<file path="src/rtl/wait_run_condenser_defines.svh">
// Assertion macros shared by the wait run condenser RTL.
// Depends on nothing; included by modules that carry assertions.
`ifndef WAIT_RUN_CONDENSER_DEFINES_SVH
`define WAIT_RUN_CONDENSER_DEFINES_SVH

// Same-cycle implication, disabled during reset.
`define WRC_ASSERT_IMPL(lbl, clk, rst_n, ante, cons) \
    lbl: assert property (@(posedge clk) disable iff (!rst_n) (ante) |-> (cons)) \
        else $error("wait_run_condenser assertion failed");

// Next-cycle implication, disabled during reset.
`define WRC_ASSERT_NEXT(lbl, clk, rst_n, ante, cons) \
    lbl: assert property (@(posedge clk) disable iff (!rst_n) (ante) |=> (cons)) \
        else $error("wait_run_condenser assertion failed");

`endif

</file>
<file path="src/rtl/wrc_pkg.sv">
// Types, opcode constants and the opcode length table of the wait run condenser.
// Depends on nothing.
package wrc_pkg;

    localparam int BYTE_W      = 8;
    localparam int RUN_W       = 16;
    localparam int LEFT_W      = 3;
    localparam int CFG_IDX_W   = 4;
    localparam int CFG_DATA_W  = 64;
    localparam int SLOT_IDX_W  = 4;
    localparam int SLOTS_PER_REG = 8;
    localparam int QUEUE_DEPTH = 4;
    localparam int MAX_BURST   = 4;

    localparam logic [BYTE_W-1:0] WAIT_OP      = 8'hfe;
    localparam logic [BYTE_W-1:0] NOP_OP       = 8'hf1;
    localparam logic [BYTE_W-1:0] LONG_WAIT_OP = 8'hfc;
    localparam logic [BYTE_W-1:0] WAIT_N_OP    = 8'hfd;
    localparam logic [BYTE_W-1:0] SLOT_BASE_OP = 8'he0;
    localparam logic [RUN_W-1:0]  RUN_MAX      = 16'hffff;

    localparam logic [CFG_IDX_W-1:0] REG_DELAY_SLOTS_LOW  = 4'd0;
    localparam logic [CFG_IDX_W-1:0] REG_DELAY_SLOTS_HIGH = 4'd1;

    // One classified input byte, handed from front to back.
    typedef struct packed {
        logic [RUN_W-1:0]  run;       // wait run to flush first, zero for none
        logic              has_byte;  // data byte follows the flushed run
        logic [BYTE_W-1:0] data;
        logic              last;      // byte carried stream_end
        logic              flag;      // parse halted
    } wrc_entry_t;

    function automatic logic [LEFT_W-1:0] opcode_length(input logic [BYTE_W-1:0] op);
        logic [LEFT_W-1:0] len;
        case (op) inside
            8'hb8, 8'hc0, 8'hc3, 8'hc4, 8'hc5, 8'hc7, 8'hca, 8'hfd: len = 3'd2;
            8'hbe, 8'hc2, 8'hc6, 8'hc8, 8'hc9, 8'hf8, 8'hfc:        len = 3'd3;
            8'hf0:                                                  len = 3'd4;
            8'hf4, 8'hf5, 8'hf6, 8'hfa, 8'hfb:                      len = 3'd5;
            8'hf2, 8'hf7, [8'hd0:8'hdf]:                            len = 3'd0;
            default:                                                len = 3'd1;
        endcase
        return len;
    endfunction

endpackage

</file>
<file path="src/rtl/wrc_in_if.sv">
// Input byte channel of the wait run condenser.
// Depends on wrc_pkg.
interface wrc_in_if;
    import wrc_pkg::*;
    logic              valid;
    logic              ready;
    logic [BYTE_W-1:0] in_byte;
    logic              stream_end;

    modport source (output valid, output in_byte, output stream_end, input ready);
    modport sink   (input valid, input in_byte, input stream_end, output ready);
endinterface

</file>
<file path="src/rtl/wrc_out_if.sv">
// Condensed byte channel of the wait run condenser.
// Depends on wrc_pkg.
interface wrc_out_if;
    import wrc_pkg::*;
    logic              valid;
    logic              ready;
    logic [BYTE_W-1:0] out_byte;
    logic              run_last;
    logic              out_end;
    logic              bad_opcode;

    modport source (output valid, output out_byte, output run_last, output out_end,
                    output bad_opcode, input ready);
    modport sink   (input valid, input out_byte, input run_last, input out_end,
                    input bad_opcode, output ready);
endinterface

</file>
<file path="src/rtl/wrc_cfg_if.sv">
// Configuration write channel of the wait run condenser.
// Depends on wrc_pkg.
interface wrc_cfg_if;
    import wrc_pkg::*;
    logic                  valid;
    logic                  ready;
    logic [CFG_IDX_W-1:0]  index;
    logic [CFG_DATA_W-1:0] data;

    modport source (output valid, output index, output data, input ready);
    modport sink   (input valid, input index, input data, output ready);
endinterface

</file>
<file path="src/rtl/wait_run_condenser.sv">
// Top level of the wait run condenser: front end, entry queue, back end.
// Depends on wrc_pkg, the three channel interfaces, wrc_front, wrc_queue, wrc_back.

// Accepts one command byte per cycle and emits the condensed stream at one byte
// per cycle while the sink is ready. A byte that yields k output bytes (0 to 4:
// a flushed wait run of up to three bytes, then the byte itself) forms a burst;
// a four entry queue between the parser and the encoder absorbs such bursts,
// and input stalls only while that queue is full. An accepted byte goes through
// the queue register and then the back end output register before its first
// output byte. The user writes the delay slot registers on the cfg channel only
// while the block is idle, which the block does not enforce; no clearing pass follows reset.
module wait_run_condenser #(
    parameter int DELAY_SLOTS = 16
) (
    input  logic      clk,
    input  logic      rst_n,
    wrc_in_if.sink    stream,
    wrc_out_if.source condensed,
    wrc_cfg_if.sink   cfg
);
    import wrc_pkg::*;

    wrc_entry_t front_entry, head_entry;
    logic       push_valid, push_ready;
    logic       head_valid, head_ready;

    wrc_front u_front (
        .clk        (clk),
        .rst_n      (rst_n),
        .stream     (stream),
        .entry      (front_entry),
        .push_valid (push_valid),
        .push_ready (push_ready)
    );

    wrc_queue u_queue (
        .clk        (clk),
        .rst_n      (rst_n),
        .push_entry (front_entry),
        .push_valid (push_valid),
        .push_ready (push_ready),
        .pop_entry  (head_entry),
        .pop_valid  (head_valid),
        .pop_ready  (head_ready)
    );

    wrc_back #(
        .DELAY_SLOTS (DELAY_SLOTS)
    ) u_back (
        .clk        (clk),
        .rst_n      (rst_n),
        .cfg        (cfg),
        .head       (head_entry),
        .head_valid (head_valid),
        .head_ready (head_ready),
        .condensed  (condensed)
    );

endmodule

</file>
<file path="src/rtl/wrc_front.sv">
// Front end: tracks instruction boundaries and wait runs, one byte per cycle while the
// queue has room, and hands one classified entry per byte that yields output. Depends on wrc_pkg.
module wrc_front (
    input  logic              clk,
    input  logic              rst_n,
    wrc_in_if.sink            stream,
    output wrc_pkg::wrc_entry_t entry,
    output logic              push_valid,
    input  logic              push_ready
);
    import wrc_pkg::*;

    logic [LEFT_W-1:0] left_reg, left_next;
    logic [RUN_W-1:0]  run_reg, run_next;
    logic              halted_reg, halted_next;
    logic [RUN_W-1:0]  run_inc;
    logic [LEFT_W-1:0] len;
    logic              accept;

    assign stream.ready = push_ready;
    assign accept       = stream.valid && push_ready;
    assign run_inc      = run_reg + 16'd1;
    assign len          = opcode_length(stream.in_byte);

    always_comb
    begin
        left_next      = left_reg;
        run_next       = run_reg;
        halted_next    = halted_reg;
        entry.run      = '0;
        entry.has_byte = 1'b0;
        entry.data     = stream.in_byte;
        entry.last     = stream.stream_end;
        if (halted_reg)
        begin
            entry.has_byte = 1'b1;
        end
        else if (left_reg != '0)
        begin
            entry.has_byte = 1'b1;
            left_next      = left_reg - 3'd1;
        end
        else if (len == '0)
        begin
            entry.run      = run_reg;
            run_next       = '0;
            entry.has_byte = 1'b1;
            halted_next    = 1'b1;
        end
        else if (stream.in_byte == WAIT_OP)
        begin
            // saturated run goes out at once and the count restarts
            if (run_inc == RUN_MAX)
            begin
                entry.run = run_inc;
                run_next  = '0;
            end
            else
            begin
                run_next = run_inc;
            end
        end
        else
        begin
            entry.run      = run_reg;
            run_next       = '0;
            entry.has_byte = (stream.in_byte != NOP_OP);
            left_next      = len - 3'd1;
        end
        entry.flag = halted_next;
        if (stream.stream_end)
        begin
            // only an open run leaves run_next set, and then entry.run is zero
            if (run_next != '0)
            begin
                entry.run = run_next;
            end
            left_next   = '0;
            run_next    = '0;
            halted_next = 1'b0;
        end
    end

    assign push_valid = stream.valid && (entry.has_byte || (entry.run != '0));

    always_ff @(posedge clk or negedge rst_n)
    begin
        if (!rst_n)
        begin
            left_reg   <= '0;
            run_reg    <= '0;
            halted_reg <= 1'b0;
        end
        else if (accept)
        begin
            left_reg   <= left_next;
            run_reg    <= run_next;
            halted_reg <= halted_next;
        end
    end

endmodule

</file>
<file path="src/rtl/wrc_queue.sv">
// Short entry queue between front and back of the wait run condenser.
// Depends on wrc_pkg and wait_run_condenser_defines.svh.
`include "wait_run_condenser_defines.svh"
module wrc_queue (
    input  logic                clk,
    input  logic                rst_n,
    input  wrc_pkg::wrc_entry_t push_entry,
    input  logic                push_valid,
    output logic                push_ready,
    output wrc_pkg::wrc_entry_t pop_entry,
    output logic                pop_valid,
    input  logic                pop_ready
);
    import wrc_pkg::*;

    localparam int PTR_W = $clog2(QUEUE_DEPTH);
    localparam int CNT_W = $clog2(QUEUE_DEPTH + 1);

    wrc_entry_t       mem_reg [QUEUE_DEPTH];
    logic [PTR_W-1:0] wr_ptr_reg, rd_ptr_reg;
    logic [CNT_W-1:0] cnt_reg;
    logic             push, pop;

    assign push_ready = (cnt_reg != CNT_W'(QUEUE_DEPTH));
    assign pop_valid  = (cnt_reg != '0);
    assign push       = push_valid && push_ready;
    assign pop        = pop_valid && pop_ready;
    assign pop_entry  = mem_reg[rd_ptr_reg];

    always_ff @(posedge clk)
    begin
        if (push)
        begin
            mem_reg[wr_ptr_reg] <= push_entry;
        end
    end

    always_ff @(posedge clk or negedge rst_n)
    begin
        if (!rst_n)
        begin
            wr_ptr_reg <= '0;
            rd_ptr_reg <= '0;
            cnt_reg    <= '0;
        end
        else
        begin
            if (push)
            begin
                wr_ptr_reg <= wr_ptr_reg + 1'b1;
            end
            if (pop)
            begin
                rd_ptr_reg <= rd_ptr_reg + 1'b1;
            end
            if (push && !pop)
            begin
                cnt_reg <= cnt_reg + 1'b1;
            end
            else if (pop && !push)
            begin
                cnt_reg <= cnt_reg - 1'b1;
            end
        end
    end

    `WRC_ASSERT_IMPL(a_cnt_bound, clk, rst_n, 1'b1, cnt_reg <= CNT_W'(QUEUE_DEPTH))
    `WRC_ASSERT_NEXT(a_cnt_up, clk, rst_n, push && !pop, cnt_reg == $past(cnt_reg) + 1'b1)
    `WRC_ASSERT_IMPL(a_ptr_gap, clk, rst_n, cnt_reg != CNT_W'(QUEUE_DEPTH),
                     PTR_W'(wr_ptr_reg - rd_ptr_reg) == PTR_W'(cnt_reg))

endmodule

</file>
<file path="src/rtl/wrc_back.sv">
// Back end: encodes the flushed wait run against the delay slots and sends the
// entry's bytes out one per cycle while the sink is ready. Holds the slot registers. Depends on wrc_pkg.
`include "wait_run_condenser_defines.svh"
module wrc_back #(
    parameter int DELAY_SLOTS = 16
) (
    input  logic                clk,
    input  logic                rst_n,
    wrc_cfg_if.sink             cfg,
    input  wrc_pkg::wrc_entry_t head,
    input  logic                head_valid,
    output logic                head_ready,
    wrc_out_if.source           condensed
);
    import wrc_pkg::*;

    localparam int POS_W = $clog2(MAX_BURST);
    localparam int CNT_W = $clog2(MAX_BURST + 1);

    logic [DELAY_SLOTS-1:0][BYTE_W-1:0] slots_reg;
    logic [BYTE_W-1:0] bytes_reg [MAX_BURST];
    logic [CNT_W-1:0]  cnt_reg;
    logic [POS_W-1:0]  pos_reg;
    logic              valid_reg, last_reg, flag_reg;

    logic [BYTE_W-1:0]     enc_bytes [MAX_BURST];
    logic [CNT_W-1:0]      enc_cnt;
    logic [POS_W-1:0]      run_len;
    logic                  match;
    logic [SLOT_IDX_W-1:0] match_idx;
    logic                  take, at_last, done;

    assign cfg.ready = 1'b1;

    always_ff @(posedge clk or negedge rst_n)
    begin
        if (!rst_n)
        begin
            slots_reg <= '0;
        end
        else if (cfg.valid)
        begin
            for (int j = 0; j < DELAY_SLOTS; j++)
            begin
                if (j < SLOTS_PER_REG && cfg.index == REG_DELAY_SLOTS_LOW)
                begin
                    slots_reg[j] <= cfg.data[BYTE_W*(j % SLOTS_PER_REG) +: BYTE_W];
                end
                if (j >= SLOTS_PER_REG && cfg.index == REG_DELAY_SLOTS_HIGH)
                begin
                    slots_reg[j] <= cfg.data[BYTE_W*(j % SLOTS_PER_REG) +: BYTE_W];
                end
            end
        end
    end

    // lowest matching slot wins: scan downward so lower indexes override
    always_comb
    begin
        match     = 1'b0;
        match_idx = '0;
        for (int j = DELAY_SLOTS - 1; j >= 0; j--)
        begin
            if (slots_reg[j] == head.run[BYTE_W-1:0])
            begin
                match     = 1'b1;
                match_idx = SLOT_IDX_W'(j);
            end
        end
    end

    always_comb
    begin
        for (int k = 0; k < MAX_BURST; k++)
        begin
            enc_bytes[k] = head.data;
        end
        if (head.run == '0)
        begin
            run_len = 2'd0;
        end
        else if (head.run == 16'd1)
        begin
            enc_bytes[0] = WAIT_OP;
            run_len      = 2'd1;
        end
        else if (head.run[RUN_W-1:BYTE_W] != '0)
        begin
            enc_bytes[0] = LONG_WAIT_OP;
            enc_bytes[1] = head.run[BYTE_W-1:0];
            enc_bytes[2] = head.run[RUN_W-1:BYTE_W];
            run_len      = 2'd3;
        end
        else if (match)
        begin
            enc_bytes[0] = SLOT_BASE_OP | {{(BYTE_W-SLOT_IDX_W){1'b0}}, match_idx};
            run_len      = 2'd1;
        end
        else
        begin
            enc_bytes[0] = WAIT_N_OP;
            enc_bytes[1] = head.run[BYTE_W-1:0];
            run_len      = 2'd2;
        end
        enc_cnt = CNT_W'(run_len) + CNT_W'(head.has_byte);
    end

    assign take       = valid_reg && condensed.ready;
    assign at_last    = (CNT_W'(pos_reg) == cnt_reg - 1'b1);
    assign done       = !valid_reg || (take && at_last);
    assign head_ready = done;

    assign condensed.valid      = valid_reg;
    assign condensed.out_byte   = bytes_reg[pos_reg];
    assign condensed.run_last   = at_last;
    assign condensed.out_end    = at_last && last_reg;
    assign condensed.bad_opcode = flag_reg;

    always_ff @(posedge clk)
    begin
        if (done && head_valid)
        begin
            for (int k = 0; k < MAX_BURST; k++)
            begin
                bytes_reg[k] <= enc_bytes[k];
            end
            cnt_reg  <= enc_cnt;
            last_reg <= head.last;
            flag_reg <= head.flag;
        end
    end

    always_ff @(posedge clk or negedge rst_n)
    begin
        if (!rst_n)
        begin
            valid_reg <= 1'b0;
            pos_reg   <= '0;
        end
        else if (done)
        begin
            valid_reg <= head_valid;
            pos_reg   <= '0;
        end
        else if (take)
        begin
            pos_reg <= pos_reg + 1'b1;
        end
    end

    `WRC_ASSERT_IMPL(a_pos_in_burst, clk, rst_n, valid_reg, CNT_W'(pos_reg) < cnt_reg)
    `WRC_ASSERT_NEXT(a_hold_on_stall, clk, rst_n, valid_reg && !condensed.ready,
                     valid_reg && pos_reg == $past(pos_reg))
    `WRC_ASSERT_NEXT(a_step_inside, clk, rst_n, take && !at_last,
                     valid_reg && pos_reg == $past(pos_reg) + 1'b1)

endmodule
</file>
<file path="src/flat_wrapper.sv">
// flat-port wrapper written by rule: the top's interface ports become plain ports
module wait_run_condenser_flat import wrc_pkg::*;
#(
    parameter int DELAY_SLOTS = 16
)
  (clk, rst_n, stream_valid, stream_in_byte, stream_stream_end, stream_ready, condensed_valid, condensed_out_byte, condensed_run_last, condensed_out_end, condensed_bad_opcode, condensed_ready, cfg_valid, cfg_index, cfg_data, cfg_ready);
  wrc_in_if stream_i ();
  wrc_out_if condensed_i ();
  wrc_cfg_if cfg_i ();
  input  logic clk;
  input  logic rst_n;
  input wire logic [$bits(stream_i.valid)-1:0] stream_valid;
  input wire logic [$bits(stream_i.in_byte)-1:0] stream_in_byte;
  input wire logic [$bits(stream_i.stream_end)-1:0] stream_stream_end;
  output wire logic [$bits(stream_i.ready)-1:0] stream_ready;
  output wire logic [$bits(condensed_i.valid)-1:0] condensed_valid;
  output wire logic [$bits(condensed_i.out_byte)-1:0] condensed_out_byte;
  output wire logic [$bits(condensed_i.run_last)-1:0] condensed_run_last;
  output wire logic [$bits(condensed_i.out_end)-1:0] condensed_out_end;
  output wire logic [$bits(condensed_i.bad_opcode)-1:0] condensed_bad_opcode;
  input wire logic [$bits(condensed_i.ready)-1:0] condensed_ready;
  input wire logic [$bits(cfg_i.valid)-1:0] cfg_valid;
  input wire logic [$bits(cfg_i.index)-1:0] cfg_index;
  input wire logic [$bits(cfg_i.data)-1:0] cfg_data;
  output wire logic [$bits(cfg_i.ready)-1:0] cfg_ready;
  assign stream_i.valid = stream_valid;
  assign stream_i.in_byte = stream_in_byte;
  assign stream_i.stream_end = stream_stream_end;
  assign stream_ready = stream_i.ready;
  assign condensed_valid = condensed_i.valid;
  assign condensed_out_byte = condensed_i.out_byte;
  assign condensed_run_last = condensed_i.run_last;
  assign condensed_out_end = condensed_i.out_end;
  assign condensed_bad_opcode = condensed_i.bad_opcode;
  assign condensed_i.ready = condensed_ready;
  assign cfg_i.valid = cfg_valid;
  assign cfg_i.index = cfg_index;
  assign cfg_i.data = cfg_data;
  assign cfg_ready = cfg_i.ready;
  wait_run_condenser #(.DELAY_SLOTS(DELAY_SLOTS)) u_core (.clk(clk), .rst_n(rst_n), .stream(stream_i), .condensed(condensed_i), .cfg(cfg_i));
endmodule
</file>
<file path="config.mk">
export PLATFORM = sky130hd
export DESIGN_NAME = wait_run_condenser_flat
export DESIGN_NICKNAME = d
export VERILOG_FILES = /design/src/rtl/wrc_pkg.sv /design/src/rtl/wrc_in_if.sv /design/src/rtl/wrc_out_if.sv /design/src/rtl/wrc_cfg_if.sv /design/src/rtl/wait_run_condenser.sv /design/src/rtl/wrc_front.sv /design/src/rtl/wrc_queue.sv /design/src/rtl/wrc_back.sv /design/src/flat_wrapper.sv
export VERILOG_INCLUDE_DIRS = /design/src /design/src/rtl
export SDC_FILE = /design/constraint.sdc
export NUM_CORES = 1
export LEC_CHECK = 0
export ABC_AREA = 1
export ABC_CLOCK_PERIOD_IN_PS = 7300
export BUFFER_PORTS_ARGS = -buffer_cell sky130_fd_sc_hd__buf_2
export CORE_ASPECT_RATIO = 2
export CORE_UTILIZATION = 55
export DETAILED_ROUTE_END_ITERATION = 10
export HOLD_SLACK_MARGIN = 0.12
export PLACE_DENSITY_LB_ADDON = 0.15
export SYNTH_ARGS = -nofsm -noshare
export SYNTH_HDL_FRONTEND = slang
export SYNTH_SLANG_ARGS = --single-unit
</file>
<file path="constraint.sdc">
create_clock -name clk -period 7.3 [get_ports clk]
set_input_delay 0.73 -clock clk [delete_from_list [all_inputs] [get_ports clk]]
set_output_delay 0.73 -clock clk [all_outputs]
set_load 0.03 [all_outputs]
</file>
# After elaboration in Yosys (flattened, before gate mapping)
# Memories as Yosys holds them, arrays and structs flattened.
# Index checks and enable logic that the tools add are counted.
[classes]
add_sub_neg = 10
order_cmp = 2
n_eq_ne = 49
mux = 81
n_reduce_logical = 32
[op_table]
columns = ["cell", "count"]
rows = [
  ["16-bit two-way mux", 14],
  ["8-bit == test, second input constant", 24],
  ["8-bit == test", 16],
  ["4-bit two-way mux", 16],
  ["3-bit two-way mux", 11],
  ["16-bit nonzero test", 2],
  ["1-bit two-way mux", 28],
  ["24-bit two-way mux", 1],
  ["8-bit two-way mux", 3],
  ["17-bit two-way mux", 1],
  ["16-bit by 1-bit adder with 16-bit output, second input constant", 1],
  ["16-bit by 1-bit == test with 1-bit output, second input constant", 1],
  ["16-bit == test, second input constant", 1],
  ["16-bit logical NOT", 1],
  ["2-bit two-way mux", 6],
  ["3-bit by 1-bit subtractor with 3-bit output, second input constant", 4],
  ["1-bit logical AND", 10],
  ["3-bit inequality test, second input constant", 3],
  ["8-bit greater-or-equal comparator, second input constant", 1],
  ["8-bit <= comparator, second input constant", 1],
  ["8-bit inequality test, second input constant", 1],
  ["8-bit nonzero test", 1],
  ["8-bit OR reduction", 1],
  ["7-bit OR reduction", 1],
  ["17 further kinds", 25],
]
[totals]
register_bits = 163
ramBits = 140
input_bits = 82
output_inout_bits = 14
word_cells = 203
n_memories = 2
[memory_table]
columns = ["memory", "depth", "word_bits", "read_ports", "rd_clocked_by_memory_dff", "write_ports", "line", "text"]
rows = [
  ["u_core.u_queue.mem_reg", 4, 27, 1, 0, 1, "wrc_queue.sv:19", "wrc_entry_t mem_reg [QUEUE_DEPTH];"],
  ["u_core.u_back.bytes_reg", 4, 8, 1, 0, 4, "wrc_back.sv:21", "logic [BYTE_W-1:0] bytes_reg [MAX_BURST];"],
]

# Logic depth before layout (Yosys ltp)
# Gate-level depths: netlist of run 1.
[depth]
ltp_word = 23
mapped_depth = 29
mapped_depth_nobuf = 28

# Modules after synthesis
# Synthesis of run 1 repeated with hierarchy kept, for this count alone.
[hier_totals]
cells_unflattened = 1804
area_unflattened_um2 = 15771.4
[by_module_without_submodules]
columns = ["mod", "n_inst", "cells_each", "area_per_inst_um2", "seq_area_each_um2"]
rows = [
  ["wrc_back", 1, 1036, 8714.6, 4389.2],
  ["wrc_queue", 1, 373, 4747.1, 3418.3],
  ["wrc_front", 1, 395, 2309.7, 500.5],
]

# Worst setup path before layout of run 1
# No wires, ideal clock.
[synth_path]
path_type = "register -> register"
start = "reg u_core.u_back.cnt_reg[0]"
end = "reg u_core.u_queue.cnt_reg[1]"
setup_ns = 0.125
t_arrival_ns = 4.021
required_time_ns = 7.175
path_slack_ns = 3.154
stages_incl_launch_ff = 13
n_path_buf = 0
period_less_slack_ns = 4.146
path_cell_list = "edfxtp_1 inv_1 ha_1 xor2_1 nand3_1 o21ai_0 inv_1 nor2_1 inv_1 ha_1 inv_1 fa_1 mux2_2"
[synth_via]
elab_chain_len = 8
word_cells_on_any_way = 10
cone_classes = "1 x add/sub; 1 x eq/ne; 1 x mux; 7 x reduce/logical"
[synth_rtl]
columns = ["item", "line", "text"]
rows = [
  ["start: declaration", "wrc_back.sv:22", "logic [CNT_W-1:0] cnt_reg;"],
  ["start signal: assignment", "wrc_back.sv:127", "cnt_reg <= enc_cnt;"],
  ["3-bit by 1-bit subtractor with 3-bit output (*)", "wrc_back.sv:109", "assign at_last = (CNT_W'(pos_reg) == cnt_reg - 1'b1);"],
  ["2-bit by 3-bit == test with 1-bit output (*)", "wrc_back.sv:109", ""],
  ["1-bit logical AND (*)", "wrc_back.sv:110", "assign done = !valid_reg || (take && at_last);"],
  ["1-bit logical OR (*)", "wrc_back.sv:110", ""],
  ["1-bit logical AND (*)", "wrc_queue.sv:27", "assign pop = pop_valid && pop_ready;"],
  ["named net u_core.u_queue.pop", "wrc_queue.sv:22", "logic push, pop;"],
  ["1-bit logical NOT", "wrc_queue.sv:56", "if (push && !pop)"],
  ["1-bit logical AND", "wrc_queue.sv:56", ""],
  ["3-bit two-way mux or 2-bit nonzero test (tied branches)", "--", ""],
  ["end signal: assignment", "wrc_queue.sv:58", "cnt_reg <= cnt_reg + 1'b1;"],
  ["end signal: assignment", "wrc_queue.sv:62", "cnt_reg <= cnt_reg - 1'b1;"],
  ["end: declaration", "wrc_queue.sv:21", "logic [CNT_W-1:0] cnt_reg;"],
]
# Mark *: on every way through the listed nets, which the timed path passes. The rest lies on a longest branch.
# A chain may end at the register's enable or synchronous reset.

# Worst setup path after layout of run 1
[layout_path]
start = "reg u_core.u_queue.rd_ptr_reg[0]"
end = "reg u_core.u_back.cnt_reg[1] (data pin)"
[layout_via]
elab_chain_len = 23
word_cells_on_any_way = 41
cone_classes = "1 x add/sub; 17 x eq/ne; 20 x mux; 2 x reduce/logical; 1 x memory"
[layout_rtl]
columns = ["item", "line", "text"]
rows = [
  ["start: declaration", "wrc_queue.sv:20", "logic [PTR_W-1:0] wr_ptr_reg, rd_ptr_reg;"],
  ["start signal: assignment", "wrc_queue.sv:54", "rd_ptr_reg <= rd_ptr_reg + 1'b1;"],
  ["memory 4 x 27 bit (*)", "--", ""],
  ["8-bit == test", "wrc_back.sv:64", "if (slots_reg[j] == head.run[BYTE_W-1:0])"],
  ["1-bit two-way mux (16 in a row)", "wrc_back.sv:64", ""],
  ["2-bit two-way mux", "wrc_back.sv:94", "else if (match)"],
  ["2-bit two-way mux", "wrc_back.sv:87", "else if (head.run[RUN_W-1:BYTE_W] != '0)"],
  ["2-bit two-way mux", "wrc_back.sv:82", "else if (head.run == 16'd1)"],
  ["2-bit two-way mux", "wrc_back.sv:78", "if (head.run == '0)"],
  ["2-bit by 1-bit adder with 3-bit output (*)", "wrc_back.sv:105", "enc_cnt = CNT_W'(run_len) + CNT_W'(head.has_byte);"],
  ["named net u_core.u_back.enc_cnt[1]", "wrc_back.sv:27", "logic [CNT_W-1:0] enc_cnt;"],
]
# Marked as above.

==> results.txt, run 1 <==
----------------------------------------------------
[Run status]
  Run status ... complete, no violations

[Setup path]
  Worst setup startpoint ... u_core.u_queue.rd_ptr_reg[0]
  Max Fanout on Critical Path ... 57
  Critical Path End Type ... flop
  Number of cells on the worst reg-to-reg path ... 15
  Critical path class ... flop to flop
  Worst R2R Setup Slack ... 2.78 ns
  Critical register-to-register path endpoint ... u_core.u_back.cnt_reg[1]
  Reg-to-reg startpoint ... u_core.u_queue.rd_ptr_reg[0]
  Required @ worst endpoint ... 7.61 ns
  Crit path launch type ... flop
  CP Data Arrival Time ... 4.83 ns

[Placed design]
  Routability-driven placement congestion ratio ... 0.915
  Final HPWL from detailed placement ... 25.4 mm
  Port Buffers ... 94
  Number of instances in the placed design ... 1,974

[Drt]
  Average detailed-routed wire length per instance ... 18.0 um
  Overall via count from detail_route ... 11.2k
  ANT nets after route ... 0
  Drt initial violations ... 554
  Total DRC errors in the routed layout ... 0
  Routed wire length ... 36.5 mm
  Via density ... 5.51
  First-pass detailed-route iteration total ... 5

[Clocking]
  Hold Buf Count CTS ... 0
  Post-CTS Setup Inserts ... 0
  Total CTS buffers ... 28
  CTS Root Cell ... sky130_fd_sc_hd__clkbuf_16
  Clock latency of the later-clocked register in the worst-skew pair ... 0.56 ns
  Max Buffers Root-to-Sink ... 3
  H-tree depth ... 1
  Register clock-pin slew on the reported worst setup and hold paths ... 0.07 ns
  Number of resized instances in the post-cts repair step ... 0
  Clock tree from TritonCTS ... built
  Num Clock Sinks ... 303

[Floorplan]
  Area of the die ... 0.0278 sq mm
  I/O pins ... 96
  Area of the core ... 0.0265 sq mm
  Width of the die ... 118 um
  Initial Util ... 0.562
  Die H ... 235 um
  Number of standard-cell rows in the floorplan ... 84

[Global route]
  Vias in the first global route ... 11.2k
  First-pass GRT wire length ... 58.1 mm
  Number of antenna violations at the first check in global routing ... 0
  Global-route usage over all layers ... 0.269
  Maximum number of pins on one net before global-route repair ... 129
  Overall overflow remaining after global route ... 0

[Finish]
  Post-route insts no fill ... 2,026
  Fin nets ... 1,754
  Max reg flops ... 128
  Growth of design area from synthesis to finish ... 10.6%
  Ratio of cells with drive above 1 in the final layout ... 0.107
  Footprint of the multi-input gates ... 0.00563 sq mm
  Total area of sequential cells ... 0.00831 sq mm
  Diode count ... 0
  Fillcell total ... 2,288

[Synthesis]
  Number of enable flip-flop cells after synthesis ... 145
  Avg Inst Size Synth ... 9.29 sq um
  Syn Inst Count ... 1,602
  Netlist cell types ... 46
  Fraction of registers with async set or reset after synthesis ... 0.521
  Synthesis-stage register bit count ... 303
  Most common flop cell mapped by yosys ... sky130_fd_sc_hd__dfrtp_1
  Synth warnings ... 0
  Synth Cell Area ... 0.0149 sq mm
  Net count after synthesis ... 1,696
  Sequential cell area fraction in the yosys report ... 0.558

[Timing]
  Post-layout min period ... 4.52 ns
  Max Fclk ... 0.221 GHz
  Final number of hold-violating endpoints ... 0
  Final period util ... 0.619
  Transition time of the tightest slew-check pin ... 1.13 ns
  Final setup violation count ... 0
  Final Max Tran Viols ... 0
  Clock skew after layout ... 0.0114 ns
  Worst slew margin relative to its limit ... 0.248
  Setup repair after global routing missed its margin ... false
  Sum of negative setup slack ... 0 ns

[Run]
  # Max-Cap Violations ... 0

[Worst hold path]
  Type of the worst min-delay path ... primary input to asynchronous set/reset pin

[Power]
  Total power after layout ... 0.00619 W
  Maximum VDD drop ... 0.263 mV
  Pwr dens ... 376 mW/mm^2
  Leakage power summed over all cells ... 7.22 nW

----------------------------------------------------
==> area by class of cell <==
type,count,share of cell area
Clock inverter,17,0.0118
Timing Repair Buffer,100,0.0317
Sequential cell,303,0.505
Clock buffer,35,0.0454
Inverter,167,0.0381
Tap cell,344,0.0262
Multi-Input combinational cell,1060,0.342
==> routing by layer <==
layer | up-vias | wire, um | GRT usage | part of all wire
met2 | 306 | 20400 | 0.521 | 0.56
li1 | 5416 | - | - | -
met4 | 0 | 1460 | 0.118 | 0.040
met5 | - | 0 | 0 | 0
met3 | 82 | 1440 | 0.0269 | 0.039
met1 | 5368 | 13200 | 0.288 | 0.36
==> kinds of logic after synthesis <==
kind of cell,after synthesis,synth area share
AOI/OAI and AO/OA,303,0.112
muxes,1,0.000757
other,1,0.000252
xor gates and xnor gates,132,0.0777
and+or+nand+nor,611,0.173
buffers and inverters,239,0.0668
adders and majority gates,12,0.0106
DFF,303,0.558
==> synthesized netlist by cell type (4+ instances only) <==
library cell,instances,share of area
sky130_fd_sc_hd__nand2_1,379,0.096
sky130_fd_sc_hd__o21ai_0,192,0.065
sky130_fd_sc_hd__inv_1,161,0.041
sky130_fd_sc_hd__dfrtp_1,158,0.27
sky130_fd_sc_hd__edfxtp_1,145,0.29
sky130_fd_sc_hd__nor2_1,93,0.023
sky130_fd_sc_hd__xor2_1,68,0.040
sky130_fd_sc_hd__xnor2_1,64,0.038
sky130_fd_sc_hd__nand3_1,61,0.021
sky130_fd_sc_hd__clkbuf_1,48,0.012
sky130_fd_sc_hd__a21oi_1,38,0.013
sky130_fd_sc_hd__o22ai_1,25,0.011
sky130_fd_sc_hd__nor3_1,23,0.0077
sky130_fd_sc_hd__nand4_1,17,0.0071
sky130_fd_sc_hd__o21ai_1,13,0.0044
sky130_fd_sc_hd__ha_1,11,0.0092
sky130_fd_sc_hd__nand2_2,11,0.0046
sky130_fd_sc_hd__buf_6,9,0.0068
sky130_fd_sc_hd__a32o_1,8,0.0054
sky130_fd_sc_hd__a32oi_1,8,0.0047
sky130_fd_sc_hd__nand3b_1,8,0.0040
sky130_fd_sc_hd__a22oi_1,6,0.0030
sky130_fd_sc_hd__buf_4,6,0.0030
sky130_fd_sc_hd__nor4_1,6,0.0025
sky130_fd_sc_hd__buf_2,5,0.0017
sky130_fd_sc_hd__buf_1,4,0.0010
sky130_fd_sc_hd__o31ai_1,4,0.0020
==> where the power goes <==
| group | switching (W) | total, W | internal [W] |
|---|---|---|---|
| logic | 0.00156 | 0.00231 | 0.000754 |
| registers | 0.000209 | 0.00239 | 0.00218 |
| clock network | 0.000653 | 0.00149 | 0.000842 |
| total | 0.00242 | 0.00619 | 0.00378 |
==> metrics by stage <==
step	setup slack, ns	instance area (sq um)	util	hold slack (ns)
2_1_floorplan	3.15	14900	-	0.434
3_3_place_gp	2.70	15500	0.586	0.484
3_5_place_dp	2.54	15500	0.586	0.492
4_1_cts	2.85	16500	0.621	0.257
5_1_grt	2.42	16500	0.621	0.274
6_report	2.78	16500	0.621	0.211
==> layout by cell type (no fill, tap or decap), types with 17 or more instances in the layout <==
| master | Yosys | routed |
|---|---|---|
| sky130_fd_sc_hd__a21oi_1 | 38 | 38 |
| sky130_fd_sc_hd__buf_2 | 5 | 93 |
| sky130_fd_sc_hd__clkbuf_16 | 0 | 28 |
| sky130_fd_sc_hd__dfrtp_1 | 158 | 158 |
| sky130_fd_sc_hd__edfxtp_1 | 145 | 145 |
| sky130_fd_sc_hd__inv_1 | 161 | 161 |
| sky130_fd_sc_hd__nand2_1 | 379 | 379 |
| sky130_fd_sc_hd__nand3_1 | 61 | 60 |
| sky130_fd_sc_hd__nand4_1 | 17 | 17 |
| sky130_fd_sc_hd__nor2_1 | 93 | 88 |
| sky130_fd_sc_hd__nor3_1 | 23 | 23 |
| sky130_fd_sc_hd__o21ai_0 | 192 | 192 |
| sky130_fd_sc_hd__o22ai_1 | 25 | 25 |
| sky130_fd_sc_hd__xnor2_1 | 64 | 64 |
| sky130_fd_sc_hd__xor2_1 | 68 | 68 |
==> worst max-delay path by stage <==
| stage | end | slack, ns | cells past startpoint |
|---|---|---|---|
| global route | u_core.u_back.cnt_reg[1] | 2.42 | 15 |
| detailed placement | u_core.u_queue.cnt_reg[2] | 2.54 | 24 |
| global placement | u_core.u_queue.cnt_reg[2] | 2.70 | 24 |
| finish | u_core.u_back.cnt_reg[1] | 2.78 | 15 |
| floorplan | u_core.u_queue.cnt_reg[1] | 3.15 | 12 |
| CTS | u_core.u_back.cnt_reg[1] | 2.85 | 15 |
==> worst max-delay path, stage by stage, from the launching register on <==
cell and delay, ns:
sky130_fd_sc_hd__dfrtp_1 0.37, sky130_fd_sc_hd__buf_4 0.31, sky130_fd_sc_hd__inv_2 0.74, sky130_fd_sc_hd__nand2_1 0.14
sky130_fd_sc_hd__nand3_1 0.19, sky130_fd_sc_hd__nand2_2 0.46, sky130_fd_sc_hd__xnor2_1 0.27, sky130_fd_sc_hd__nor4_1 0.33
sky130_fd_sc_hd__nand4_1 0.25, sky130_fd_sc_hd__nand2_1 0.14, sky130_fd_sc_hd__nor2_1 0.08, sky130_fd_sc_hd__nand4_1 0.12
sky130_fd_sc_hd__inv_1 0.08, sky130_fd_sc_hd__a21oi_1 0.30, sky130_fd_sc_hd__ha_1 0.22, sky130_fd_sc_hd__ha_1 0.22
(Power assumes the default switching activity.)
==> inputs of run 2 (changes only) <==
--- a/config.mk
+++ b/config.mk
@@ -6,8 +6,8 @@
 export SDC_FILE = /design/constraint.sdc
 export NUM_CORES = 1
 export LEC_CHECK = 0
-export ABC_AREA = 1
-export ABC_CLOCK_PERIOD_IN_PS = 7300
+export ABC_AREA = 0
+export ABC_CLOCK_PERIOD_IN_PS = 3900
 export BUFFER_PORTS_ARGS = -buffer_cell sky130_fd_sc_hd__buf_2
 export CORE_ASPECT_RATIO = 2
 export CORE_UTILIZATION = 55
==> constraint.sdc (replaced) <==
create_clock -name clk -period 3.9 [get_ports clk]
set_input_delay 0.39 -clock clk [delete_from_list [all_inputs] [get_ports clk]]
set_output_delay 0.39 -clock clk [all_outputs]
set_load 0.03 [all_outputs]
==> run 2 against run 1 <==
Against the previous run: the flow now finishes with violations (negative setup slack); sequential share of layout area down 6.6 points; combinational power rose by 120%; setup slack worse by 3.0 ns; die area up 0.66%; hold slack worse by 0.049 ns; sequential power rose by 88%; clock power rose by 86%; critical path depth shrank 1; synthesized cell count down 28%; final area grew 15%; critical endpoint is now u_core.u_queue.cnt_reg[1]; largest power group is now combinational logic; highest routed layer unchanged.
==> results.txt, run 2 <==
----------------------------------------------------
[Timing]
  Final setup violation count ... 111 (+111)
  Final Max Tran Viols ... 0 (unchanged)
  Setup repair after global routing missed its margin ... true
  Clock skew after layout ... 0.0163 ns (+0.00484 ns)
  Transition time of the tightest slew-check pin ... 0.940 ns (-0.188 ns)
  Final number of hold-violating endpoints ... 0 (unchanged)
  Final period util ... 1.05 (+0.430)
  Sum of negative setup slack ... -4.64 ns (-4.64 ns)
  Max Fclk ... 0.244 GHz (+10%)
  Post-layout min period ... 4.09 ns (-0.429 ns)
  Worst slew margin relative to its limit ... 0.373 (+0.125)
  Final worst-path setup slack ... -0.192 ns (-2.97 ns)

[Drt]
  Via density ... 5.90 (+7.0%)
  Overall via count from detail_route ... 10.7k (-4.3%)
  Met1 wire length ... 14.3 mm (+8.3%)
  First-pass detailed-route iteration total ... 5 (unchanged)
  ANT nets after route ... 0 (unchanged)
  Total DRC errors in the routed layout ... 0 (unchanged)
  Amount of wire on met3 after detailed routing ... 1.41 mm (-2.4%)
  Top layer reached by signal wires ... met4
  Average detailed-routed wire length per instance ... 23.2 um (+29%)
  Routed wire length ... 42.0 mm (+15%)
  Length of routed met2 wiring ... 23.7 mm (+16%)
  Drt initial violations ... 650 (+17%)

[Setup path]
  Critical Path End Type ... flop
  Max Fanout on Critical Path ... 10 (-82%)
  Crit path launch type ... flop
  Number of cells on the worst reg-to-reg path ... 14 (-1)
  Family of cells with the greatest summed delay on the critical path ... simple AND/OR/NAND/NOR gates
  Worst path depth ... 14 (-1)
  Worst path most repeated cell ... sky130_fd_sc_hd__buf_4
  Standard cell with the maximum stage delay on the critical path ... sky130_fd_sc_hd__or4_4
  Worst R2R Setup Slack ... -0.19 ns (-2.97 ns)
  Required @ worst endpoint ... 4.35 ns (-3.26 ns)
  Cell Chain, Critical Path ... or4_4 > buf_4 > buf_4 > nor2_1 > nand3_1 > xor2_1 > nand3b_1 > a211o_1 > a2111o_1 > o21a_4 > ha_4 > inv_2 > fa_1 > mux2_4
  CP Data Arrival Time ... 4.54 ns (-0.29 ns)
  Maximum single-stage delay on the critical path ... 0.61 ns (-0.13 ns)
  Critical path class ... flop to flop
  Number of buffer and inverter instances along the worst setup path ... 3 (unchanged)

[Worst hold path]
  Type of the worst min-delay path ... primary input to flop
  Worst Hold Depth ... 2

[Global route]
  Maximum number of pins on one net before global-route repair ... 86 (-33%)
  Overall overflow remaining after global route ... 0 (unchanged)
  Number of antenna violations at the first check in global routing ... 0 (unchanged)
  Global-route usage over all layers ... 0.302 (+0.0338)
  First-pass GRT wire length ... 63.7 mm (+9.7%)
  Vias in the first global route ... 11.4k (+1.8%)

[Synthesis]
  Dominant cells by area after synthesis ... sky130_fd_sc_hd__edfxtp_1, sky130_fd_sc_hd__dfrtp_1, sky130_fd_sc_hd__mux2_2
  Fraction of synthesized cell area taken by the top area cell type ... 0.291 (-0.00193)
  Synthesis-stage register bit count ... 303 (unchanged)
  Synth warnings ... 0 (unchanged)
  Avg Inst Size Synth ... 13.1 sq um (+41%)
  Most area-hungry cell type in the Yosys netlist ... sky130_fd_sc_hd__edfxtp_1
  Synth Cell Area ... 0.0150 sq mm (+0.66%)
  Top-count cell post-synth ... sky130_fd_sc_hd__dfrtp_1
  Fraction of registers with async set or reset after synthesis ... 0.521 (unchanged)
  Synth cell count leaders ... sky130_fd_sc_hd__dfrtp_1, sky130_fd_sc_hd__edfxtp_1, sky130_fd_sc_hd__xnor2_1
  Netlist cell types ... 76 (+65%)
  Most common flop cell mapped by yosys ... sky130_fd_sc_hd__dfrtp_1
  Syn Inst Count ... 1,146 (-28%)
  Sequential cell area fraction in the yosys report ... 0.555 (-0.00368)
  Net count after synthesis ... 1,240 (-27%)
  Number of enable flip-flop cells after synthesis ... 145 (unchanged)

[Floorplan]
  Width of the die ... 119 um (+0.33%)
  Die H ... 235 um (+0.33%)
  Initial Util ... 0.559 (-0.00292)
  Number of standard-cell rows in the floorplan ... 85 (+1.2%)
  Area of the die ... 0.0279 sq mm (+0.66%)
  Area of the core ... 0.0268 sq mm (+1.2%)
  I/O pins ... 96 (unchanged)

[Clocking]
  CTS Root Cell ... sky130_fd_sc_hd__clkbuf_16
  Max Buffers Root-to-Sink ... 3 (unchanged)
  Register clock-pin slew on the reported worst setup and hold paths ... 0.07 ns (about the same)
  H-tree depth ... 1 (unchanged)
  Total CTS buffers ... 29 (+3.6%)
  Clock latency of the later-clocked register in the worst-skew pair ... 0.56 ns (about the same)
  Num Clock Sinks ... 303 (unchanged)
  Clock tree from TritonCTS ... built

[Run status]
  Run status ... finished, violations left
  Violations in the final reports ... negative setup slack

[Finish]
  Ratio of cells with drive above 1 in the final layout ... 0.369 (+0.262)
  Fin nets ... 1,536 (-12%)
  Highest-count cells in the layout ignoring fill and taps ... sky130_fd_sc_hd__dfrtp_1, sky130_fd_sc_hd__buf_4, sky130_fd_sc_hd__edfxtp_1
  Final standard cell utilization of the core ... 0.707 (+0.0859)
  Most common library cell in the layout ignoring fill and taps ... sky130_fd_sc_hd__dfrtp_1
  Diode count ... 0 (unchanged)
  Growth of design area from synthesis to finish ... 26.5%
  Max reg flops ... 128 (unchanged)

[Run]
  # Max-Cap Violations ... 0 (unchanged)

[Placed design]
  Setup WS pre-CTS ... -0.241 ns (-2.78 ns)
  Port Buffers ... 94 (unchanged)
  Final HPWL from detailed placement ... 28.8 mm (+13%)
  Routability-driven placement congestion ratio ... 0.951 (+4.0%)

[Power]
  Total power after layout ... 0.0122 W (+98%)
  Leakage power summed over all cells ... 7.36 nW (+2.0%)
  Maximum VDD drop ... 0.399 mV (+52%)
  Pwr dens ... 646 mW/mm^2 (+72%)

----------------------------------------------------
[run 2: path summary, 6_finish.rpt]
path | from | endpoint
setup / recovery | u_core.u_front.left_reg[2] | u_core.u_queue.cnt_reg[1]
setup reg to reg | u_core.u_front.left_reg[2] | u_core.u_queue.cnt_reg[1]
hold / removal | stream_in_byte[5] | u_core.u_queue.mem_reg[0][7]
min in group asynchronous | rst_n | u_core.u_back.slots_reg[101]
max in group asynchronous | rst_n | u_core.u_back.slots_reg[126]
hold reg to reg | u_core.u_queue.cnt_reg[2] | u_core.u_queue.cnt_reg[2]
[run 2: stage by stage]
step           cell area, sq um  instances  hold WS (ns)
5_1_grt                   19000       1813         0.165
2_1_floorplan             15000       1146        0.0944
4_1_cts                   18700       1797         0.147
3_5_place_dp              16800       1652         0.478
6_report                  19000       1813         0.162
3_3_place_gp              16800       1652         0.477
[run 2: what timing repair did]
| item | 4_1_cts | 5_1_grt |
|---|---|---|
| hold endpoints to repair | 201 | 0 |
| gates cloned | 4 | 4 |
| pin swaps | 11 | 10 |
| hold buffers | 65 | 0 |
| resized for setup | 32 | 12 |
| buffers inserted | 22 | 12 |
| setup endpoints to repair | 118 | 121 |
[run 2: area by class of cell]
class / count / area (sq um)
Clock buffer: 32 / 747
Clock inverter: 22 / 170
Fill cell: 1930 / 7850
Inverter: 14 / 52.6
Multi-Input combinational cell: 755 / 6450
Sequential cell: 303 / 8310
Tap cell: 348 / 435
Timing Repair Buffer: 339 / 2780
[run 2: where the power goes]
| group | internal (W) | total, W | switching [W] |
|---|---|---|---|
| Combinational | 0.00240 | 0.00497 | 0.00257 |
| Clock | 0.00152 | 0.00277 | 0.00125 |
| Sequential | 0.00410 | 0.00450 | 0.000399 |
[run 2: cells by family after synthesis]
kind of cell	count (synthesis)	synth area share
buffers and inverters	88	0.0266
multiplexers	176	0.159
AND/OR/NAND/NOR	263	0.0911
XOR/XNOR	152	0.0889
AO/OA/AOI/OAI	151	0.0692
flip-flops	303	0.555
adder cells (fa/ha/maj)	12	0.0105
other	1	0.000250
[run 2: worst register-to-register path, delay by kind of cell, from the launching register on]
kind	cells	cell delay [ns]
multiplexers	1	0.27
XOR/XNOR	1	0.41
AND/OR/NAND/NOR	4	1.03
AO/OA/AOI/OAI	3	0.94
buffers and inverters	3	0.40
adder cells (fa/ha/maj)	2	0.55
flip-flops	1	0.38
[run 2: layer usage]
| layer | vias up | GRT usage |
|---|---|---|
| met5 | - | 0 |
| met4 | 0 | 0.192 |
| met3 | 127 | 0.0313 |
| met2 | 324 | 0.574 |
| met1 | 5405 | 0.310 |
| li1 | 4838 | - |
==> inputs of run 3 (changes only) <==
--- a/config.mk
+++ b/config.mk
@@ -7,13 +7,13 @@
 export NUM_CORES = 1
 export LEC_CHECK = 0
 export ABC_AREA = 0
-export ABC_CLOCK_PERIOD_IN_PS = 3900
+export ABC_CLOCK_PERIOD_IN_PS = 4180
 export BUFFER_PORTS_ARGS = -buffer_cell sky130_fd_sc_hd__buf_2
 export CORE_ASPECT_RATIO = 2
 export CORE_UTILIZATION = 55
 export DETAILED_ROUTE_END_ITERATION = 10
 export HOLD_SLACK_MARGIN = 0.12
-export PLACE_DENSITY_LB_ADDON = 0.15
+export PLACE_DENSITY = 0.81
 export SYNTH_ARGS = -nofsm -noshare
 export SYNTH_HDL_FRONTEND = slang
 export SYNTH_SLANG_ARGS = --single-unit
==> constraint.sdc (replaced) <==
create_clock -name clk -period 4.18 [get_ports clk]
set_input_delay 0.418 -clock clk [delete_from_list [all_inputs] [get_ports clk]]
set_output_delay 0.418 -clock clk [all_outputs]
set_load 0.03 [all_outputs]
==> run 3 against run 2 <==
Against the previous run: the run now ends clean; first-iteration DRC count down 13%; sequential share of layout area up 2.9 points; core utilization down 4.4 points; die area unchanged; setup slack better by 0.27 ns; final area down 6.2%; via count down 4.2%; sequential cell count unchanged; clock-buffer cell count down 4; largest power group unchanged.
==> results.txt, run 3 (synthesized netlist as in run 2, its figures left out) <==
----------------------------------------------------
[Finish]
  Growth of design area from synthesis to finish ... 18.7%
  Highest-count cells in the layout ignoring fill and taps ... sky130_fd_sc_hd__dfrtp_1, sky130_fd_sc_hd__edfxtp_1, sky130_fd_sc_hd__xnor2_1
  Ratio of cells with drive above 1 in the final layout ... 0.346 (-0.0233)
  Fin nets ... 1,421 (-7.5%)
  Fillcell total ... 1,868 (-3.2%)
  Diode count ... 0 (unchanged)
  Post-route insts no fill ... 1,695 (-6.5%)
  Most common library cell in the layout ignoring fill and taps ... sky130_fd_sc_hd__dfrtp_1
  Max reg flops ... 128 (unchanged)

[Clocking]
  Num Clock Sinks ... 303 (unchanged)
  Max Buffers Root-to-Sink ... 3 (unchanged)
  CTS Root Cell ... sky130_fd_sc_hd__clkbuf_16
  Clock tree from TritonCTS ... built
  Clock latency of the later-clocked register in the worst-skew pair ... 0.54 ns (-0.02 ns)
  Total CTS buffers ... 26 (-10%)
  H-tree depth ... 1 (unchanged)
  Register clock-pin slew on the reported worst setup and hold paths ... 0.07 ns (about the same)

[Timing]
  Final setup violation count ... 0 (-100%)
  Clock skew after layout ... 0.0212 ns (+0.00487 ns)
  Final Max Tran Viols ... 0 (unchanged)
  Hold slack final ... 0.135 ns (-0.0270 ns)
  Post-layout min period ... 4.10 ns (+0.0121 ns)
  Final number of hold-violating endpoints ... 0 (unchanged)
  Transition time of the tightest slew-check pin ... 1.03 ns (+0.0947 ns)
  Sum of negative setup slack ... 0 ns (+4.64 ns)
  Max Fclk ... 0.244 GHz (-0.29%)
  Setup repair after global routing missed its margin ... true
  Final period util ... 0.982 (-0.0674)
  Worst slew margin relative to its limit ... 0.310 (-0.0631)

[Setup path]
  Max Fanout on Critical Path ... 6 (-4)
  Critical Path End Type ... flop
  Critical path class ... flop to flop
  CP Data Arrival Time ... 4.54 ns (about the same)
  Crit path launch type ... flop
  Required @ worst endpoint ... 4.61 ns (+0.26 ns)

[Floorplan]
  Area of the core ... 0.0268 sq mm (unchanged)
  Initial Util ... 0.559 (unchanged)
  I/O pins ... 96 (unchanged)
  Area of the die ... 0.0279 sq mm (unchanged)
  Number of standard-cell rows in the floorplan ... 85 (unchanged)
  Width of the die ... 119 um (unchanged)
  Die H ... 235 um (unchanged)

[Placed design]
  Port Buffers ... 94 (unchanged)
  Number of instances in the placed design ... 1,615 (-2.2%)
  Final HPWL from detailed placement ... 28.2 mm (-2.0%)
  Routability-driven placement congestion ratio ... 0.982 (+3.2%)

[Drt]
  First-pass detailed-route iteration total ... 5 (unchanged)
  Drt initial violations ... 567 (-13%)
  ANT nets after route ... 0 (unchanged)
  Routed wire length ... 39.1 mm (-7.0%)
  Via density ... 6.05 (+2.5%)
  Average detailed-routed wire length per instance ... 23.1 um (-0.56%)
  Overall via count from detail_route ... 10.2k (-4.2%)
  Total DRC errors in the routed layout ... 0 (unchanged)

[Power]
  Clock share of power ... 0.227 (about the same)
  Comb power frac ... 0.394 (-0.012)
  Internal power ... 0.00720 W (-10%)
  Leakage power summed over all cells ... 6.77 nW (-8.1%)
  Pwr dens ... 621 mW/mm^2 (-3.9%)
  Part of the power in registers ... 0.380 (+0.012)
  Switching power of the nets ... 0.00384 W (-9.1%)
  Maximum VDD drop ... 0.333 mV (-17%)
  Total power after layout ... 0.0110 W (-9.8%)
  Switching power as a share of total power ... 0.348 (+0.00295)

[Global route]
  Vias in the first global route ... 11.0k (-3.8%)
  Number of antenna violations at the first check in global routing ... 0 (unchanged)
  Global-route usage over all layers ... 0.284 (-0.0181)
  Maximum number of pins on one net before global-route repair ... 107 (+24%)
  First-pass GRT wire length ... 60.1 mm (-5.7%)
  Overall overflow remaining after global route ... 0 (unchanged)

[Run]
  # Max-Cap Violations ... 0 (unchanged)

[Run status]
  Run status ... complete, no violations

[Worst hold path]
  Type of the worst min-delay path ... primary input to flop

----------------------------------------------------
[run 3: final cells by class]
class                   count  area [sq um]  share of cell area
clock buffers              28           679              0.0382
clock inverters            20           214              0.0120
inverters                  14          52.6             0.00296
multi-input cells         755          6480               0.365
flip-flops and latches    303          8310               0.467
well taps                 348           435              0.0245
repair buffers            227          1610              0.0903
[run 3: layer usage]
metal / part of all wire / up-vias / global-route usage
met2: 0.57 / 338 / 0.561
met4: 0.067 / 0 / 0.176
li1: - / 4592 / -
met5: 0 / - / 0
met1: 0.32 / 5181 / 0.272
met3: 0.039 / 137 / 0.0313
[run 3: worst paths after layout]
path / startpoint / endpoint / slack [ns] / cells after the start
worst max-delay path: u_core.u_front.run_reg[2] / u_core.u_queue.cnt_reg[1] / 0.08 / 14
worst min-delay path: cfg_data[36] / u_core.u_back.slots_reg[100] / 0.14 / 2
worst max register to register: u_core.u_front.run_reg[2] / u_core.u_queue.cnt_reg[1] / 0.08 / 14
worst min register to register: u_core.u_queue.cnt_reg[2] / u_core.u_queue.cnt_reg[2] / 0.50 / 1
max in group asynchronous: rst_n / u_core.u_back.slots_reg[96] / 2.69 / 3
min in group asynchronous: rst_n / u_core.u_back.slots_reg[19] / 0.57 / 2
[run 3: power groups by stage]
stage          Clock, W  Combinational, W  Sequential [W]
6_report        0.00250           0.00435         0.00419
5_1_grt         0.00265           0.00464         0.00425
4_1_cts         0.00254           0.00433         0.00419
3_5_place_dp          0           0.00425         0.00424
3_3_place_gp          0           0.00416         0.00419
2_1_floorplan         0           0.00308         0.00411
[run 3: worst max-delay path, cell delays in order (launching register included)]
cell	delay, ns
sky130_fd_sc_hd__dfrtp_1	0.49
sky130_fd_sc_hd__buf_4	0.19
sky130_fd_sc_hd__nand3_4	0.11
sky130_fd_sc_hd__o32a_1	0.41
sky130_fd_sc_hd__o22a_1	0.20
sky130_fd_sc_hd__a2111oi_4	0.34
sky130_fd_sc_hd__o21ai_2	0.09
sky130_fd_sc_hd__a311o_1	0.36
sky130_fd_sc_hd__a211o_1	0.29
sky130_fd_sc_hd__a2111o_1	0.38
sky130_fd_sc_hd__o21a_4	0.25
sky130_fd_sc_hd__ha_4	0.16
sky130_fd_sc_hd__inv_2	0.04
sky130_fd_sc_hd__fa_1	0.41
sky130_fd_sc_hd__mux2_4	0.28
[run 3: timing repair]
| item | CTS | global route |
|---|---|---|
| gates resized for setup | 4 | 29 |
| setup endpoints to repair | 1 | 2 |
| hold buffers | 26 | 0 |
| setup buffers | 0 | 6 |
| pin swaps | 0 | 16 |
| endpoints found under the hold margin | 141 | 0 |
| cloned | 0 | 0 |
[run 3: stage by stage]
| step | utilization | cell area [sq um] | worst slack [ns] |
|---|---|---|---|
| after floorplan | - | 15000 | 0.00764 |
| after global placement | 0.612 | 16400 | -0.0518 |
| after detailed placement | 0.612 | 16400 | -0.0701 |
| after CTS | 0.656 | 17600 | 0.000719 |
| after global routing | 0.663 | 17800 | -0.0639 |
| final | 0.663 | 17800 | 0.0756 |
